[config.mk]
export PLATFORM = sky130hd
export DESIGN_NAME = instruction_count_dvfs_scheduler_top_flat
export DESIGN_NICKNAME = d
export VERILOG_FILES = /design/src/design/icds_pkg.sv /design/src/design/icds_if.sv /design/src/design/icds_cfg.sv /design/src/design/icds_core.sv /design/src/design/instruction_count_dvfs_scheduler_top.sv /design/src/flat_wrapper.sv
export SDC_FILE = /design/constraint.sdc
export NUM_CORES = 1
export LEC_CHECK = 0
export ABC_AREA = 1
export BUFFER_PORTS_ARGS = -buffer_cell sky130_fd_sc_hd__buf_2
export CAP_MARGIN = 20
export CORE_UTILIZATION = 40
export DETAILED_ROUTE_END_ITERATION = 6
export PLACE_DENSITY = 0.68
export SLEW_MARGIN = 20
export SYNTH_ARGS = -nofsm -noshare
export SYNTH_HDL_FRONTEND = slang
export SYNTH_HIERARCHICAL = 1
export SYNTH_SLANG_ARGS = --single-unit
[constraint.sdc]
create_clock -name clk -period 15.4 [get_ports clk]
set_clock_uncertainty 0.05 [all_clocks]
set_input_delay 2.31 -clock clk [delete_from_list [all_inputs] [get_ports clk]]
set_output_delay 2.31 -clock clk [all_outputs]
set_load 0.05 [all_outputs]
[src/design/icds_pkg.sv]
// Package for the instruction-count frequency scheduler.
// Item types, register indexes, opcodes and reset values.
// No dependencies.
package icds_pkg;

    localparam int CFG_DW    = 40;
    localparam int CFG_IW    = 3;
    localparam int FREQ_W    = 16;
    localparam int TARGET_W  = 40;
    localparam int TOTAL_W   = 48;
    localparam int ADDR_W    = 48;
    localparam int TID_W     = 6;
    localparam int CNT_W     = 16;
    localparam int MAX_TIDS  = 64;

    // Register indexes
    localparam logic [CFG_IW-1:0] REG_FREQ_A     = 3'd0;
    localparam logic [CFG_IW-1:0] REG_FREQ_B     = 3'd1;
    localparam logic [CFG_IW-1:0] REG_FREQ_C     = 3'd2;
    localparam logic [CFG_IW-1:0] REG_TARGET_A   = 3'd3;
    localparam logic [CFG_IW-1:0] REG_TARGET_B   = 3'd4;
    localparam logic [CFG_IW-1:0] REG_TARGET_C   = 3'd5;
    localparam logic [CFG_IW-1:0] REG_START_FREQ = 3'd6;

    // Event opcodes
    localparam logic [1:0] OP_RETIRE = 2'd0;
    localparam logic [1:0] OP_START  = 2'd1;
    localparam logic [1:0] OP_FINISH = 2'd2;

    // Schedule positions
    localparam logic [1:0] POS_A = 2'd0;
    localparam logic [1:0] POS_B = 2'd1;
    localparam logic [1:0] POS_C = 2'd2;

    // Reset values
    localparam logic [FREQ_W-1:0]   RST_FREQ_A     = 16'd1995;
    localparam logic [FREQ_W-1:0]   RST_FREQ_B     = 16'd1330;
    localparam logic [FREQ_W-1:0]   RST_FREQ_C     = 16'd2660;
    localparam logic [TARGET_W-1:0] RST_TARGET_A   = 40'd600000000;
    localparam logic [TARGET_W-1:0] RST_TARGET_B   = 40'd200000000;
    localparam logic [TARGET_W-1:0] RST_TARGET_C   = 40'd1400000000;
    localparam logic [FREQ_W-1:0]   RST_START_FREQ = 16'd1000;

    typedef struct packed {
        logic [1:0]        opcode;
        logic [TID_W-1:0]  thread_num;
        logic [CNT_W-1:0]  insn_count;
        logic [ADDR_W-1:0] prog_addr;
    } icds_req_t;

    typedef struct packed {
        logic [FREQ_W-1:0] freq_now;
        logic              set_valid;
        logic [TID_W-1:0]  set_thread;
        logic              phase_change;
        logic [ADDR_W-1:0] phase_addr;
    } icds_rsp_t;

    typedef struct packed {
        logic [FREQ_W-1:0]   freq_a;
        logic [FREQ_W-1:0]   freq_b;
        logic [FREQ_W-1:0]   freq_c;
        logic [TARGET_W-1:0] target_a;
        logic [TARGET_W-1:0] target_b;
        logic [TARGET_W-1:0] target_c;
    } icds_cfg_t;

    // Start-frequency write, seen by the core to reload the current frequency
    typedef struct packed {
        logic              load;
        logic [FREQ_W-1:0] freq;
    } icds_freq_load_t;

endpackage

[src/design/icds_if.sv]
// Valid/ready channel interfaces for scheduler events and results.
// Depends on icds_pkg.
interface icds_req_if;
    import icds_pkg::*;

    logic      valid;
    logic      ready;
    icds_req_t data;

    modport source (output valid, output data, input ready);
    modport sink (input valid, input data, output ready);
endinterface

interface icds_rsp_if;
    import icds_pkg::*;

    logic      valid;
    logic      ready;
    icds_rsp_t data;

    modport source (output valid, output data, input ready);
    modport sink (input valid, input data, output ready);
endinterface

[src/design/icds_cfg.sv]
// Configuration register file for the schedule table.
// Depends on icds_pkg.
module icds_cfg (
    input  logic                              clk,
    input  logic                              rst_n,
    input  logic                              cfg_wr_en,
    input  logic [icds_pkg::CFG_IW-1:0]       cfg_index,
    input  logic [icds_pkg::CFG_DW-1:0]       cfg_data,
    output icds_pkg::icds_cfg_t               cfg,
    output icds_pkg::icds_freq_load_t         freq_load
);
    import icds_pkg::*;

    icds_cfg_t cfg_reg;
    icds_cfg_t cfg_next;

    always_comb
    begin
        cfg_next = cfg_reg;
        if (cfg_wr_en)
        begin
            case (cfg_index)
                REG_FREQ_A:   cfg_next.freq_a   = cfg_data[FREQ_W-1:0];
                REG_FREQ_B:   cfg_next.freq_b   = cfg_data[FREQ_W-1:0];
                REG_FREQ_C:   cfg_next.freq_c   = cfg_data[FREQ_W-1:0];
                REG_TARGET_A: cfg_next.target_a = cfg_data[TARGET_W-1:0];
                REG_TARGET_B: cfg_next.target_b = cfg_data[TARGET_W-1:0];
                REG_TARGET_C: cfg_next.target_c = cfg_data[TARGET_W-1:0];
                default:      cfg_next = cfg_reg;
            endcase
        end
    end

    always_ff @(posedge clk or negedge rst_n)
    begin
        if (!rst_n)
        begin
            cfg_reg.freq_a   <= RST_FREQ_A;
            cfg_reg.freq_b   <= RST_FREQ_B;
            cfg_reg.freq_c   <= RST_FREQ_C;
            cfg_reg.target_a <= RST_TARGET_A;
            cfg_reg.target_b <= RST_TARGET_B;
            cfg_reg.target_c <= RST_TARGET_C;
        end
        else
        begin
            cfg_reg <= cfg_next;
        end
    end

    assign cfg            = cfg_reg;
    assign freq_load.load = cfg_wr_en && (cfg_index == REG_START_FREQ);
    assign freq_load.freq = cfg_data[FREQ_W-1:0];

endmodule

[src/design/icds_core.sv]
// Scheduler state and per-item logic: count, budget compare, schedule step,
// thread active/pending vectors. Depends on icds_pkg.
module icds_core #(
    parameter int THREADS = 64
) (
    input  logic                       clk,
    input  logic                       rst_n,
    input  logic                       step,
    input  icds_pkg::icds_req_t        item,
    input  icds_pkg::icds_cfg_t        cfg,
    input  icds_pkg::icds_freq_load_t  freq_load,
    output icds_pkg::icds_rsp_t        result
);
    import icds_pkg::*;

    // Thread numbers are TID_W bits wide, so at most MAX_TIDS threads are reachable
    localparam int TSTORE = (THREADS < MAX_TIDS) ? THREADS : MAX_TIDS;
    localparam int IDXW   = (TSTORE > 1) ? $clog2(TSTORE) : 1;

    logic [TOTAL_W-1:0]  total_reg,  total_next;
    logic [TARGET_W-1:0] budget_reg, budget_next;
    logic [FREQ_W-1:0]   freq_reg,   freq_next;
    logic [1:0]          pos_reg,    pos_next;
    logic [TSTORE-1:0]   active_reg, active_next;
    logic [TSTORE-1:0]   pending_reg, pending_next;

    logic              in_range;
    logic [IDXW-1:0]   idx;
    logic              is_main;
    logic              adv;
    logic              pend_hit;
    logic              set_vld;
    logic [TSTORE-1:0] non_main;

    assign in_range = (32'(item.thread_num) < THREADS);
    assign idx      = item.thread_num[IDXW-1:0];
    assign is_main  = (item.thread_num == '0);
    assign non_main = ~TSTORE'(1);
    assign adv      = (item.opcode == OP_RETIRE) && is_main
                      && (total_reg > {{(TOTAL_W-TARGET_W){1'b0}}, budget_reg});

    always_comb
    begin
        total_next   = total_reg;
        budget_next  = budget_reg;
        freq_next    = freq_reg;
        pos_next     = pos_reg;
        active_next  = active_reg;
        pending_next = pending_reg;
        pend_hit     = 1'b0;
        set_vld      = 1'b0;

        if (adv)
        begin
            case (pos_reg)
                POS_B:
                begin
                    freq_next   = cfg.freq_b;
                    budget_next = cfg.target_b;
                end
                POS_C:
                begin
                    freq_next   = cfg.freq_c;
                    budget_next = cfg.target_c;
                end
                default:
                begin
                    freq_next   = cfg.freq_a;
                    budget_next = cfg.target_a;
                end
            endcase
            pending_next = pending_reg | (active_reg & non_main);
            pos_next     = (pos_reg >= POS_C) ? POS_A : pos_reg + 2'd1;
        end

        case (item.opcode)
            OP_RETIRE:
            begin
                if (is_main)
                begin
                    total_next = (adv ? '0 : total_reg) + TOTAL_W'(item.insn_count);
                end
                if (in_range && pending_next[idx])
                begin
                    pend_hit          = 1'b1;
                    pending_next[idx] = 1'b0;
                end
                set_vld = adv || pend_hit;
            end
            OP_START:
            begin
                if (in_range)
                begin
                    active_next[idx] = 1'b1;
                    set_vld          = 1'b1;
                end
            end
            OP_FINISH:
            begin
                if (in_range)
                begin
                    active_next[idx] = 1'b0;
                end
            end
            default:
            begin
                set_vld = 1'b0;
            end
        endcase
    end

    always_ff @(posedge clk or negedge rst_n)
    begin
        if (!rst_n)
        begin
            total_reg   <= '0;
            budget_reg  <= RST_TARGET_C;
            freq_reg    <= RST_START_FREQ;
            pos_reg     <= POS_A;
            active_reg  <= '0;
            pending_reg <= '0;
        end
        else if (step)
        begin
            total_reg   <= total_next;
            budget_reg  <= budget_next;
            freq_reg    <= freq_next;
            pos_reg     <= pos_next;
            active_reg  <= active_next;
            pending_reg <= pending_next;
        end
        else if (freq_load.load)
        begin
            freq_reg <= freq_load.freq;
        end
    end

    assign result.freq_now     = freq_next;
    assign result.set_valid    = set_vld;
    assign result.set_thread   = set_vld ? item.thread_num : '0;
    assign result.phase_change = adv;
    assign result.phase_addr   = adv ? item.prog_addr : '0;

endmodule

[src/design/instruction_count_dvfs_scheduler_top.sv]
// Top level of the instruction-count frequency scheduler.
// Depends on icds_pkg, icds_if, icds_cfg and icds_core.
//
// Usage:
//   req carries one event item (opcode, thread_num, insn_count, prog_addr);
//   rsp returns exactly one result item per event, in order. Both channels
//   use valid/ready; an item moves on a clock edge with both high.
//   The cfg port writes one schedule register per cycle with cfg_wr_en high;
//   write only while no event is in flight. Writing start_freq also loads
//   the current frequency.
// Path: an accepted request goes to the input register, then its result
//   to the result register. Throughput: one item per cycle while rsp.ready
//   is high; the budget compare and 48-bit count add sit between the two registers.
// Stall: while rsp.ready is low the result register holds and the input
//   register fills, then req.ready drops. No item is lost or repeated.
// Reset: rst_n clears both valid flags, count and thread vectors, restores
//   the register defaults, budget to target c and frequency to start_freq.
module instruction_count_dvfs_scheduler_top #(
    parameter int THREADS = 64
) (
    input  logic                         clk,
    input  logic                         rst_n,
    icds_req_if.sink                     req,
    icds_rsp_if.source                   rsp,
    input  logic                         cfg_wr_en,
    input  logic [icds_pkg::CFG_IW-1:0]  cfg_index,
    input  logic [icds_pkg::CFG_DW-1:0]  cfg_data
);
    import icds_pkg::*;

    icds_req_t       in_reg;
    logic            in_vld_reg, in_vld_next;
    icds_rsp_t       out_reg;
    logic            out_vld_reg, out_vld_next;
    icds_rsp_t       result;
    icds_cfg_t       cfg;
    icds_freq_load_t freq_load;
    logic            accept;
    logic            step;

    assign step         = in_vld_reg && (!out_vld_reg || rsp.ready);
    assign req.ready    = !in_vld_reg || step;
    assign accept       = req.valid && req.ready;
    assign in_vld_next  = accept || (in_vld_reg && !step);
    assign out_vld_next = step || (out_vld_reg && !rsp.ready);

    icds_cfg u_cfg (
        .clk       (clk),
        .rst_n     (rst_n),
        .cfg_wr_en (cfg_wr_en),
        .cfg_index (cfg_index),
        .cfg_data  (cfg_data),
        .cfg       (cfg),
        .freq_load (freq_load)
    );

    icds_core #(
        .THREADS (THREADS)
    ) u_core (
        .clk       (clk),
        .rst_n     (rst_n),
        .step      (step),
        .item      (in_reg),
        .cfg       (cfg),
        .freq_load (freq_load),
        .result    (result)
    );

    always_ff @(posedge clk or negedge rst_n)
    begin
        if (!rst_n)
        begin
            in_vld_reg  <= 1'b0;
            out_vld_reg <= 1'b0;
        end
        else
        begin
            in_vld_reg  <= in_vld_next;
            out_vld_reg <= out_vld_next;
        end
    end

    always_ff @(posedge clk)
    begin
        if (accept)
        begin
            in_reg <= req.data;
        end
        if (step)
        begin
            out_reg <= result;
        end
    end

    assign rsp.valid = out_vld_reg;
    assign rsp.data  = out_reg;

    a_phase_cmd_main: assert property (@(posedge clk) disable iff (!rst_n)
        out_vld_reg && out_reg.phase_change
        |-> out_reg.set_valid && (out_reg.set_thread == '0))
        else $error("phase change without main-thread command");

    a_no_cmd_thread_zero: assert property (@(posedge clk) disable iff (!rst_n)
        out_vld_reg && !out_reg.set_valid |-> out_reg.set_thread == '0)
        else $error("set_thread nonzero without command");

    a_no_phase_addr_zero: assert property (@(posedge clk) disable iff (!rst_n)
        out_vld_reg && !out_reg.phase_change |-> out_reg.phase_addr == '0)
        else $error("phase_addr nonzero without phase change");

    a_empty_takes_item: assert property (@(posedge clk) disable iff (!rst_n)
        !in_vld_reg |-> req.ready)
        else $error("input stage empty but not ready");

    a_result_follows_step: assert property (@(posedge clk) disable iff (!rst_n)
        step |=> out_vld_reg)
        else $error("processed item produced no result");

endmodule
[src/flat_wrapper.sv]
// flat-port wrapper written by rule: the top's interface ports become plain ports
module instruction_count_dvfs_scheduler_top_flat import icds_pkg::*;
#(
    parameter int THREADS = 64
)
  (clk, rst_n, cfg_wr_en, cfg_index, cfg_data, req_valid, req_data, req_ready, rsp_valid, rsp_data, rsp_ready);
  icds_req_if req_i ();
  icds_rsp_if rsp_i ();
  input  logic clk;
  input  logic rst_n;
  input  logic cfg_wr_en;
  input  logic [icds_pkg::CFG_IW-1:0] cfg_index;
  input  logic [icds_pkg::CFG_DW-1:0] cfg_data;
  input wire logic [$bits(req_i.valid)-1:0] req_valid;
  input wire logic [$bits(req_i.data)-1:0] req_data;
  output wire logic [$bits(req_i.ready)-1:0] req_ready;
  output wire logic [$bits(rsp_i.valid)-1:0] rsp_valid;
  output wire logic [$bits(rsp_i.data)-1:0] rsp_data;
  input wire logic [$bits(rsp_i.ready)-1:0] rsp_ready;
  assign req_i.valid = req_valid;
  assign req_i.data = req_data;
  assign req_ready = req_i.ready;
  assign rsp_valid = rsp_i.valid;
  assign rsp_data = rsp_i.data;
  assign rsp_i.ready = rsp_ready;
  instruction_count_dvfs_scheduler_top #(.THREADS(THREADS)) u_core (.clk(clk), .rst_n(rst_n), .req(req_i), .rsp(rsp_i), .cfg_wr_en(cfg_wr_en), .cfg_index(cfg_index), .cfg_data(cfg_data));
endmodule
==> run summary <==
CTS max path bufs: 3
htree depth: 2
clock-pin slew on the worst setup and hold paths: 0.06 ns
number of cells on the worst reg-to-reg path: 22
Setup-failing EPs final: 0
highest ir drop seen on vdd: 0.0914 mV
peak per-stage delay on the critical path: 0.22 ns
fillers: 6136
largest net degree at the start of global routing: 137
Synth Instances: 2951
Critical Path Start Type: input port
critical path class: input port to output port
post_cts resized: 0
FMAX: 194 MHz
Placement Rows: 92
yosys warns: 6
diode count: 0
synth unique cells: 46
max_cap viols: 0
flops & latches, synth: 547
DR iter-0 viols: 1769
worst-path cell with the longest stage delay: buf_2
Post-Syn Nets: 3135
Critical Path RT: 13.04 ns
clock sink total: 547
min-delay worst type: flop to flop
core footprint: 63300 sq um
Nets: 3243
cell area after synthesis: 25700 sq um
RSZ-0062 raised after global routing: no
LEAKAGE: 13.9 nW
Syn Area/Cell: 8.72 sq um
antenna violations before repair: 1
Critical Path Fanout Max: 3
area grow syn2layout: 13.9%
reg2reg setup slack: 10.43 ns
number of synthesized flops with an enable pin: 144
Final Critical Period: 5.15 ns
GPL Wtd Cong: 0.825
CP dominant cell by count: buf_2
num ports: 194
DRC errors left: 0
Post-Route WL: 65900 um
CP cell instances: buf_2 -> inv_2 -> nand3_2 -> buf_2
Setup TNS: 0 ns
number of setup buffers added after CTS: 0
register area share after synthesis: 0.563
first-pass GRT wire length: 106000 um
period utilisation layout: 0.335
per-cell routed wire length: 16.7 um
hold depth: 2
ys flop type: dfrtp_1
post-detail-place hpwl: 39400 um
PortBufs: 193
Slew HR: 0.250
CTS tree: done
CTS buffer count: 59
hold slack: 0.409 ns
number of global-route vias before repair: 19600
DRT antenna net count: 0
die width: 256 um
GRT overflow: 0
Worst Path Buf+Inv: 3
Cell Pwr Density: 124 nW/um^2
hold_buf cts: 0
Setup crit end kind: output port
asr flop ratio synth: 0.737
share of layout cells above drive strength 1: 0.143
Final Hold Viols: 0
status: complete, no violations
Worst path depth: 4
Die Area: 65400 sq um
CP delay by family, top: buffers and inverters
storage element area: 14500 sq um
gr usage total: 0.199
Via density: 5.11
Arr. time, crit path: 2.79 ns
max-slew violations: 0
routed vias: 20200
Pre-antenna DRT Iters: 7
Starting Density: 0.407
worst-margin pin slew: 1.12 ns
DIE HEIGHT: 256 um
Skew-Pair Late Insertion Delay: 0.62 ns
multi-input logic area: 9480 sq um
Root Buffer: clkbuf_16
-- stage by stage --
stage / util / setup slack, ns / cells / power [mW] / instance area, sq um
CTS: 0.463 / 10.24 / 3956 / 3.66 / 29300
detailed placement: 0.431 / 10.24 / 3844 / 2.18 / 27300
global placement: 0.431 / 10.25 / 3844 / 2.16 / 27300
finish: 0.463 / 10.25 / 3956 / 3.63 / 29300
global route: 0.463 / 9.99 / 3956 / 3.78 / 29300
floorplan: - / 7.43 / 2951 / 2.04 / 25700
-- cells by family after synthesis --
group | Yosys count | synth area share
AOI/OAI and AO/OA | 416 | 0.0887
xor gates and xnor gates | 35 | 0.0119
adders and majority gates | 64 | 0.0314
buffers and inverters | 449 | 0.0718
DFF | 547 | 0.563
and+or+nand+nor | 1440 | 0.233
-- worst paths after layout --
kind,from,end
worst max-delay path,rsp_ready,req_ready
worst min-delay path,u_core/u_cfg/cfg[155]$_DFFE_PN1P_,u_core/u_cfg/cfg[155]$_DFFE_PN1P_
worst max register to register,u_core/u_core/budget_reg[25]$_DFFE_PN1P_,u_core/u_core/total_reg[30]$_DFFE_PN0P_
worst min register to register,u_core/u_cfg/cfg[155]$_DFFE_PN1P_,u_core/u_cfg/cfg[155]$_DFFE_PN1P_
max in group asynchronous,rst_n,u_core/u_core/total_reg[30]$_DFFE_PN0P_
min in group asynchronous,rst_n,async pin
-- worst reg2reg max path, stage by stage, from the launching register on --
cell and delay, ns:
dfstp_2 0.53, inv_1 0.04, ha_1 0.28, nand4_1 0.10
nor3_1 0.34, nand2_1 0.15, nor2_2 0.12, nand2_1 0.15
a21oi_4 0.33, buf_4 0.73, nor2_1 0.10, ha_1 0.40
nand2_1 0.09, o21ai_0 0.19, a21o_1 0.17, nand2_1 0.06
nand2_1 0.12, nand2_1 0.07, a21oi_1 0.18, nand3_1 0.14
nor2_1 0.26, nand2_1 0.11, xor2_1 0.15
-- Yosys cell counts (28+ instances only) --
cell      count  area, sq um
clkbuf_1     98          368
a21oi_1     147          736
nor2_1      262          983
o22ai_1      28          175
buf_2        38          190
inv_1       262          983
a31oi_1      41          257
dfstp_2      70         1840
nand3_1     297         1490
edfxtp_1    144         4320
o21ai_0     155          776
ha_1         63          788
nand2_1     813         3050
dfrtp_1     333         8330
-- cell type report --
cell class,count,area share
multi-input cells,1955,0.323
clock inverters,27,0.0106
flip-flops and latches,547,0.495
repair buffers,222,0.0411
clock buffers,85,0.0592
inverters,274,0.0351
well taps,846,0.0361
-- per-layer routing --
| metal | vias to the layer above | wire length [um] | global-route usage |
|---|---|---|---|
| li1 | 9842 | - | - |
| met1 | 9725 | 29800 | 0.274 |
| met2 | 574 | 31100 | 0.329 |
| met3 | 89 | 3770 | 0.0297 |
| met4 | 0 | 1150 | 0.0511 |
| met5 | - | 0 | 0 |
-- where the power goes --
group	leakage (nW)	switching [mW]	internal (mW)	total, mW
clock network	1.01	0.592	0.884	1.48
registers	6.11	0.0749	1.68	1.75
logic	6.74	0.285	0.116	0.401
-- layout by cell type, fill, tap and decap left out, types with 21 or more instances in the layout --
cell type,n
nand2_1,810
dfrtp_1,333
nand3_1,297
inv_1,260
nor2_1,259
buf_2,192
o21ai_0,155
a21oi_1,145
edfxtp_1,144
dfstp_2,70
clkbuf_16,61
ha_1,58
a31oi_1,41
buf_4,28
o22ai_1,28
nand4_1,21
xnor2_1,21
No activity file was read; power rests on OpenSTA's default activity.
